[config.mk]
export PLATFORM = sky130hd
export DESIGN_NAME = cff_cordic_cell
export DESIGN_NICKNAME = d
export VERILOG_FILES = /design/src/cff_pkg.sv /design/src/cff_cordic_cell.sv
export SDC_FILE = /design/constraint.sdc
export NUM_CORES = 1
export LEC_CHECK = 0
export BUFFER_PORTS_ARGS = -buffer_cell sky130_fd_sc_hd__buf_4
export CAP_MARGIN = 0
export CORE_MARGIN = 2
export CORE_UTILIZATION = 34
export CTS_CLUSTER_SIZE = 30
export DETAILED_ROUTE_END_ITERATION = 10
export GPL_ROUTABILITY_DRIVEN = 0
export PLACE_DENSITY = 0.51
export SYNTH_ARGS = -nofsm -noshare
export SYNTH_HDL_FRONTEND = slang
export SYNTH_SLANG_ARGS = --single-unit
export TNS_END_PERCENT = 20
[constraint.sdc]
create_clock -name clk -period 9.25 [get_ports clk]
set_clock_uncertainty 0.2 [all_clocks]
set_input_delay 0.4625 -clock clk [delete_from_list [all_inputs] [get_ports clk]]
set_output_delay 0.4625 -clock clk [all_outputs]
set_load 0.02 [all_outputs]
[src/cff_pkg.sv]
`timescale 1ns / 1ps
package cff_pkg;

  // CORDIC depth and kept angle resolution
  localparam int CORDIC_STAGES = 16;
  localparam int ANGLE_BITS    = 16;

  // datapath widths
  localparam int CW       = 34;   // CORDIC x, y, z (signed)
  localparam int DIV_BITS = 31;   // quotient bits of the sinc divider
  localparam int REM_W    = 96;   // divider remainder

  localparam logic signed [CW-1:0] CORDIC_X0 = CW'(652032875);
  localparam logic [31:0] ANGLE_MASK = ~((32'd1 << (32 - ANGLE_BITS)) - 32'd1);
  localparam logic [29:0] INV_TWO_PI = 30'd683565276;
  localparam logic [30:0] ONE_Q30    = 31'h4000_0000;
  localparam logic [63:0] SMALL_U    = 64'h0000_0000_1000_0000;
  localparam logic [22:0] RECIP6     = 23'd5592406;   // ceil(2^25 / 6)

  // configuration register indexes
  typedef enum logic [2:0] {
    CFG_Q_THRESHOLD     = 3'd0,
    CFG_Q_MAGNITUDE     = 3'd1,
    CFG_ETA_CORE        = 3'd2,
    CFG_ETA_SHELL       = 3'd3,
    CFG_ETA_SOLVENT     = 3'd4,
    CFG_CORE_EDGE       = 3'd5,
    CFG_SHELL_THICKNESS = 3'd6,
    CFG_SHELL_MODE      = 3'd7
  } cfg_idx_t;

  // one CORDIC cell's contents; u rides along for the sinc divider
  typedef struct packed {
    logic                 vld;
    logic                 flip;
    logic signed [CW-1:0] x;
    logic signed [CW-1:0] y;
    logic signed [CW-1:0] z;
    logic [63:0]          u;
  } cdc_t;

  // one divider cell's contents
  typedef struct packed {
    logic                vld;
    logic                neg;
    logic                clamp;
    logic                near_zero;
    logic [21:0]         sml;
    logic [DIV_BITS-1:0] quo;
    logic [REM_W-1:0]    rem;
    logic [63:0]         u;
  } dvs_t;

  // one amplitude cell's contents
  typedef struct packed {
    logic             vld;
    logic             neg;
    logic             sat;
    logic [63:0]      a;
    logic [2:0][30:0] smag;
    logic [2:0]       sneg;
  } amp_t;

  // arctangent of 2^-i in turn units (2^32 = one turn)
  function automatic logic [31:0] atan_turn(input logic [4:0] i);
    logic [31:0] r;
    case (i)
      5'd0:  r = 32'd536870912;
      5'd1:  r = 32'd316933406;
      5'd2:  r = 32'd167458907;
      5'd3:  r = 32'd85004756;
      5'd4:  r = 32'd42667331;
      5'd5:  r = 32'd21354465;
      5'd6:  r = 32'd10679838;
      5'd7:  r = 32'd5340245;
      5'd8:  r = 32'd2670163;
      5'd9:  r = 32'd1335087;
      5'd10: r = 32'd667544;
      5'd11: r = 32'd333772;
      5'd12: r = 32'd166886;
      5'd13: r = 32'd83443;
      5'd14: r = 32'd41722;
      5'd15: r = 32'd20861;
      5'd16: r = 32'd10430;
      5'd17: r = 32'd5215;
      5'd18: r = 32'd2608;
      5'd19: r = 32'd1304;
      5'd20: r = 32'd652;
      5'd21: r = 32'd326;
      5'd22: r = 32'd163;
      5'd23: r = 32'd81;
      5'd24: r = 32'd41;
      5'd25: r = 32'd20;
      5'd26: r = 32'd10;
      5'd27: r = 32'd5;
      5'd28: r = 32'd3;
      5'd29: r = 32'd1;
      5'd30: r = 32'd1;
      default: r = 32'd0;
    endcase
    return r;
  endfunction

  // quantize a turn phase, fold the left half plane and load the first cell
  function automatic cdc_t cordic_prep(input logic vld, input logic [31:0] p,
                                       input logic [63:0] u);
    cdc_t        c;
    logic [31:0] qp;
    logic [31:0] pf;
    qp     = p & ANGLE_MASK;
    c.vld  = vld;
    c.flip = qp[31] ^ qp[30];
    pf     = c.flip ? (qp ^ 32'h8000_0000) : qp;
    c.x    = CORDIC_X0;
    c.y    = '0;
    c.z    = {{(CW-32){pf[31]}}, pf};
    c.u    = u;
    return c;
  endfunction

  // magnitude of a CORDIC word
  function automatic logic [CW-1:0] cmag(input logic signed [CW-1:0] v);
    return v[CW-1] ? CW'(-v) : CW'(v);
  endfunction

endpackage

[src/cff_cordic_cell.sv]
`timescale 1ns / 1ps
module cff_cordic_cell
  import cff_pkg::*;
(
  input  logic       clk,
  input  logic       rst_n,
  input  logic       en,
  input  logic [4:0] idx,
  input  cdc_t       cin,
  output cdc_t       cout
);

  cdc_t                 cell_nxt;
  cdc_t                 cell_r;
  logic signed [CW-1:0] xs;
  logic signed [CW-1:0] ys;
  logic signed [CW-1:0] at;

  // one micro-rotation, direction from the sign of the residual angle
  always_comb begin
    xs       = cin.x >>> idx;
    ys       = cin.y >>> idx;
    at       = CW'(atan_turn(idx));
    cell_nxt = cin;
    if (!cin.z[CW-1]) begin
      cell_nxt.x = cin.x - ys;
      cell_nxt.y = cin.y + xs;
      cell_nxt.z = cin.z - at;
    end else begin
      cell_nxt.x = cin.x + ys;
      cell_nxt.y = cin.y - xs;
      cell_nxt.z = cin.z + at;
    end
  end

  always_ff @(posedge clk) begin
    if (!rst_n) begin
      cell_r.vld <= 1'b0;
    end else if (en) begin
      cell_r <= cell_nxt;
    end
  end

  assign cout = cell_r;

endmodule

Yosys cells after proc, flatten, opt, wreduce, memory -nomap -nowiden
Memory sizes are Yosys's and may differ from the RTL's.
Cells that the tools add are included.
Word-level totals
  memories: 1
  input port bits: 176
  memory bits (read-only): 960
  output and inout bits: 168
  RAM bits: 0
  latch bits: 0
  word-level logic and storage cells: 17
  register bits after elaboration: 168
Memory list
  (no name shown): words 32, width 30, read ports 1, clocked after Yosys merged registers in 0, wr ports 0, RTL line cff_pkg.sv:67  | case (i)
Operators by class
  reductions and logical operators: 1
  equality and inequality tests: 0
  bitwise operators: 0
  multipliers: 0
  divide/modulo/power cells: 0
  shift-type cells: 2
  multiplexer cells: 1
  add/subtract/negate cells: 6
  $lt $le $gt $ge: 0
Operators with widths (count)
  $mux W102: 1
  $add A34 B34 Y34: 2
  $sshr A34 B5 Y34: 2
  $sub A34 B34 Y34: 2
  $add A34 B33 Y34: 1
  $sub A34 B33 Y34: 1
  $reduce_and A2 Y1: 1

Logic depth before layout (Yosys ltp)
Gate-level depths: netlist of run 1.
  word-level depth: 3
  gate-level depth with buffers: 30
  depth with buffers taken out: 25

Worst setup path before layout of run 1
OpenSTA, ideal clock, no wires.
  path kind: input-to-reg
  start point: input idx[0]
  end point: register cell_r, in the netlist cout[96], data pin
  arrival time: 5.944 ns
  required time: 8.789 ns
  path buffers: 5
  cell stages on the path: 26
  setup slack: 2.845 ns
  library setup time: 0.261 ns
  cells stage by stage: buf_6 > buf_12 > buf_6 > buf_6 > buf_6 > inv_1 > ha_1 > or2_2 > a32o_1 > a211oi_1 > and3_1 > nand3_1 > nor3b_1 > nor3b_1 > nor2_1 > xor2_1 > ha_1 > a21o_1 > a21o_1 > a21oi_1 > o21ai_0 > o41ai_1 > nand2b_1 > o311ai_0 > and3_1 > a311o_1
RTL lines
  start, declared: RTL line cff_cordic_cell.sv:8  | input logic [4:0] idx,
  end signal, assigned: RTL line cff_cordic_cell.sv:40  | cell_r <= cell_nxt;
  end, declared: RTL line cff_cordic_cell.sv:14  | cdc_t cell_r;

==> impl_metrics.json, run 1 <==
{
  "ys_ff_latch": 168,
  "grt_pass1_vias": 16500,
  "final_util_pct": 42.8,
  "syn_area_per_cell_um2": 9.58,
  "largest_register_ffs": 168,
  "rsz0062_at_grt": "false",
  "synth_top_cell_area_share_pct": 28.6,
  "slew_viol_final": 0,
  "via_per_inst": 5.82,
  "outcome": "completed",
  "die_h_um": 231,
  "layout-drive-gt1-share_pct": 24.6,
  "core_mm2": 0.0512,
  "netlist_instances": 1832,
  "dpl.hpwl_um": 48700,
  "worstMarginPinSlew_ns": 1.05,
  "setup_viol": 0,
  "placed_area_mm2": 0.0206,
  "worstSetupPathType": "primary input to register",
  "grt_overflow_total": 0,
  "relSlewSlack_pct": 30.3,
  "io_buffers": 343,
  "final_cell_mix": "buf_4 (361), nor2_1 (179), edfxtp_1 (167)",
  "worstPathArrival_ns": 7.64,
  "synth-edff-count": 167,
  "wl_um": 64100,
  "drv_cap": 0,
  "seq_area_frac_synth_pct": 28.7,
  "rows": 83,
  "synth_top_area_cell": "edfxtp_1",
  "clkTransAtPathRegs_ns": 0.08,
  "vias": 16700,
  "layout_commonest_cell": "buf_4",
  "nets": 2469,
  "cts_tree": "yes",
  "leakage_nw": 8.66,
  "fin_area_mm2": 0.0219,
  "n_antenna_cell": 0,
  "track_usage_pct": 23.7,
  "cts_setup_buffers": 0,
  "die_x_um": 231,
  "ys_warn_count": 0,
  "timing.final.crit_share_pct": 81.9,
  "setup_tns_ns": 0,
  "power_mw": 3.46,
  "cts-htree-levels": 4,
  "synth_area_leaders": "edfxtp_1 (29%), mux4_2 (11%), ha_1 (7.8%)",
  "syn_nets": 2121,
  "ys_types": 95,
  "syn2layout_area_growth_pct": 24.8,
  "grt_pass1_wl_um": 97700,
  "antenna_found_initial": 3,
  "drc": 0,
  "root_buffer": "clkbuf_16",
  "synthFlopType": "edfxtp_1",
  "max-vdd-ir-drop_mv": 0.135,
  "die_area_mm2": 0.0535,
  "worstSetupStartpointType": "primary input",
  "first_pass_iters": 5,
  "cts_sinks": 168,
  "synthArstFlopShare_pct": 0,
  "cts_buffers": 17,
  "start_util_pct": 34.3,
  "hp-class": "primary input to register",
  "ant_nets": 0,
  "clkLatencyLatePin_ns": 0.49,
  "hold_violations": 0,
  "num_io_pins": 344,
  "fin_crit_ns": 7.57,
  "cts-resized-gates": 0,
  "wire_per_inst_um": 22.3,
  "max-clock-path-buffers": 2,
  "grt_max_degree": 83,
  "endpoint_kind": "register",
  "power.density_mw_per_mm2": 158,
  "drt-initial-drc-count": 1427,
  "fmax_mhz": 132,
  "worstPathRequired_ns": 9.31,
  "crit_fanout": 59,
  "syn_area_mm2": 0.0176
}
==> report_power, final <==
part | internal [mW] | switching, mW | total, mW
Clock | 0.373 | 0.408 | 0.780
Combinational | 0.700 | 0.956 | 1.66
Sequential | 0.994 | 0.0267 | 1.02
==> cells in the mapped netlist (9+ instances only) <==
master,instances
o21bai_1,14
inv_1,49
edfxtp_1,167
nand3_1,21
a31oi_1,29
a21oi_1,162
nand2b_1,19
and2_1,21
a21o_1,34
nor2b_1,20
nor2_1,180
xor2_1,54
nand2_1,124
o311ai_0,9
mux2i_1,49
a22oi_1,19
ha_1,110
or2_2,11
o211ai_1,11
buf_1,15
mux2_2,22
nor3_1,46
and3_1,16
xnor2_1,118
a211oi_1,30
clkbuf_1,43
nor4_1,10
buf_2,26
nand4_1,15
o21a_1,21
mux4_2,82
o21ai_0,95
o22ai_1,25
==> layout make-up <==
class                      instances  area [um2]
timing repair buffer             428        3380
tap                              680         851
clock inverter                    15         216
fill                            4971       29300
clock buffer                      17         425
multi-input combinational       1513       11800
inverter                          52         195
sequential                       168        5030
==> layer usage <==
metal  vias up  GRT usage (%)  routed length [um]
met3       176           5.24                5210
met4         6           10.3                2370
met5         -              0                  42
met1      7955           31.5               27400
li1       7744              -                   -
met2       826           37.1               29100
==> worst max-delay path, cell delays in order <==
cell and delay (ns):
buf_6 0.47, buf_4 0.70, mux4_2 0.60, mux2i_1 0.44, o22ai_1 0.16, a211oi_1 0.69
and4_1 0.29, and2_1 0.22, nand2_1 0.17, nor2_1 0.22, a21oi_1 0.11, xnor2_1 0.21
ha_1 0.32, or4_1 0.48, a31o_2 0.26, nor3_1 0.26, a211oi_1 0.14, o21ai_0 0.23
a21boi_0 0.18, or4_1 0.48, a311o_1 0.31, xnor2_1 0.12
==> path summary, 6_finish.rpt <==
kind | from | end | slack (ns) | depth (start not counted)
worst min register to register | cout[167] | cout[167] | 0.39 | 2
worst max register to register | cout[167] | cout[167] | 8.39 | 2
worst min-delay path | cin[64] | cout[64] | 0.07 | 2
worst max-delay path | idx[0] | cout[131] | 1.68 | 22
==> what timing repair did <==
action,4_1_cts,5_1_grt
hold buffers,66,0
endpoints found under the hold margin,66,0
endpoints found under the setup margin,0,0
==> cells by family (layout without fill, tap and decap cells) <==
| group | count (synthesis) | in the layout | synth area share, % |
|---|---|---|---|
| AO/OA/AOI/OAI | 546 | 546 | 20.2 |
| adder cells (fa/ha/maj) | 113 | 113 | 8.18 |
| multiplexers | 164 | 164 | 16.1 |
| flip-flops | 168 | 168 | 28.7 |
| AND/OR/NAND/NOR | 518 | 518 | 14.1 |
| buffers and inverters | 151 | 512 | 4.11 |
| XOR/XNOR | 172 | 172 | 8.58 |
==> metrics by stage <==
step           std cells  hold WS [ns]  setup WS, ns
2_1_floorplan       1832         0.361          2.85
3_5_place_dp        2775         0.327          1.34
5_1_grt             2873        0.0567          1.13
3_3_place_gp        2775         0.307          1.45
4_1_cts             2873       0.00970          1.86
6_report            2873        0.0674          1.68
(Power assumes the default switching activity.)
==> inputs of run 2 (changes only) <==
==> constraint.sdc (replaced) <==
create_clock -name clk -period 7.25 [get_ports clk]
set_clock_uncertainty 0.2 [all_clocks]
set_input_delay 0.3625 -clock clk [delete_from_list [all_inputs] [get_ports clk]]
set_output_delay 0.3625 -clock clk [all_outputs]
set_load 0.02 [all_outputs]
==> run 2 against run 1 <==
  * First-iteration DRC count down 9.7%
  * Highest routed layer unchanged
  * Critical path depth up 1
  * Clock power up 27%
  * Largest power group unchanged
  * Routed wire length up 1.8%
==> impl_metrics.json, run 2 (synthesis gave the netlist of run 1 again) <==
{
  "outcome": "completed",
  "setup_viol": 0,
  "die_h_um": 231,
  "path_buf_inv": 2,
  "layout_commonest_cell": "buf_4",
  "via_per_inst": 5.77,
  "fin_crit_ns": 6.61,
  "hold_violations": 0,
  "cts_tree": "yes",
  "relSlewSlack_pct": 33.8,
  "largest_register_ffs": 168,
  "fmax_mhz": 151,
  "rows": 83,
  "grt_overflow_total": 0,
  "final_cell_mix": "buf_4 (418), nor2_1 (179), edfxtp_1 (167)",
  "power.density_mw_per_mm2": 198,
  "wl_um": 65200,
  "io_buffers": 343,
  "worstPathRequired_ns": 7.29,
  "first_pass_iters": 6,
  "setup_tns_ns": 0,
  "cts-htree-levels": 4,
  "layout-drive-gt1-share_pct": 26.6,
  "hold_depth": 2,
  "grt_max_degree": 69,
  "worstSetupStartpointType": "primary input",
  "syn2layout_area_growth_pct": 28.1,
  "clkLatencyLatePin_ns": 0.49,
  "crit_fanout": 55,
  "vias": 17000,
  "cts_sinks": 168,
  "place_inst": 2837,
  "critPathSlowestCell": "mux4_2",
  "cp.depth": 23,
  "max-clock-path-buffers": 2,
  "critPathMaxStageDelay_ns": 0.60,
  "leakage_nw": 9.00,
  "max-vdd-ir-drop_mv": 0.166,
  "n_antenna_cell": 0,
  "fin_area_mm2": 0.0225,
  "wire_per_inst_um": 22.2,
  "slew_viol_final": 0,
  "worstPathArrival_ns": 6.65,
  "grt_pass1_vias": 16600,
  "num_io_pins": 344,
  "rsz0062_at_grt": "false",
  "whs_ns": 0.0792,
  "placed_area_mm2": 0.0211,
  "endpoint_kind": "register",
  "hp-class": "primary input to register",
  "drt-initial-drc-count": 1288,
  "fin_cells": 2939,
  "start_util_pct": 34.3,
  "dp_slack_ns": 0.271,
  "root_buffer": "clkbuf_16",
  "drc": 0,
  "setup_slack_ns": 0.639,
  "track_usage_pct": 24.0,
  "final-seq-area_mm2": 0.00503,
  "worstMarginPinSlew_ns": 0.990,
  "grt_pass1_wl_um": 98500,
  "crit_family": "simple AND/OR/NAND/NOR gates",
  "ant_nets": 0,
  "antenna_found_initial": 3,
  "multi_input_area_mm2": 0.0118,
  "die_x_um": 231,
  "nets": 2535,
  "die_area_mm2": 0.0535,
  "drv_cap": 0,
  "core_mm2": 0.0512,
  "fillCellCount": 4977,
  "clkTransAtPathRegs_ns": 0.08,
  "timing.final.crit_share_pct": 91.2,
  "path_cells": "buf_6 > buf_12 > mux4_2 > mux2i_1 > o22ai_1 > a211oi_1 > ha_1 > and3_1 > and2_1 > nand2_1 > nor2_1 > a21oi_1 > xor2_1 > ha_1 > or4_1 > a31o_2 > nor3_1 > a211oi_1 > o21ai_0 > a21boi_0 > or4_1 > a311o_1 > xnor2_1",
  "ff2ff_path_depth": 3,
  "worstSetupPathType": "primary input to register",
  "dpl.hpwl_um": 50200,
  "cts_buffers": 17
}
run 2: cell count changes in the layout (fill, tap and decap cells not counted):
cell           delta
inv_12            +2
buf_12            +5
buf_4            +57
clkinv_8          -2
inv_8             -1
clkinv_4          +1
dlygate4sd3_1     +4
run 2: final timing paths:
check                                  to      start  slack [ns]
worst max-delay path            cout[131]     idx[0]        0.64
worst min-delay path            cout[133]   cin[133]        0.08
worst max register to register  cout[167]  cout[167]        5.90
worst min register to register  cout[167]  cout[167]        0.89
run 2: per-stage QoR:
step                      power, mW  utilization (%)
after floorplan                2.74                -
after global placement         3.44             41.3
after detailed placement       3.44             41.3
after CTS                      4.50             43.9
after global routing           4.74             43.9
final                          4.46             43.9
run 2: area by class of cell:
class	instances	area share, %
Clock buffer	17	1.89
Timing Repair Buffer	494	17.6
Tap cell	680	3.78
Inverter	52	0.868
Clock inverter	15	0.952
Multi-Input combinational cell	1513	52.5
Sequential cell	168	22.4
run 2: timing repair:
item | in CTS | in global routing
setup buffers | 0 | 0
hold buffers | 70 | 0
resized for setup | 0 | 0
endpoints found under the hold margin | 69 | 0
run 2: where the power goes:
part	switching (mW)	internal (mW)
Combinational	1.23	0.936
Clock	0.516	0.477
Sequential	0.0344	1.27
Total	1.78	2.68
run 2: layer usage:
layer	vias up	GRT usage (%)	routed length, um
met5	-	0	48
met4	6	10.3	2430
met3	151	5.04	5260
met2	796	37.9	29300
met1	8138	31.8	28200
li1	7875	-	-
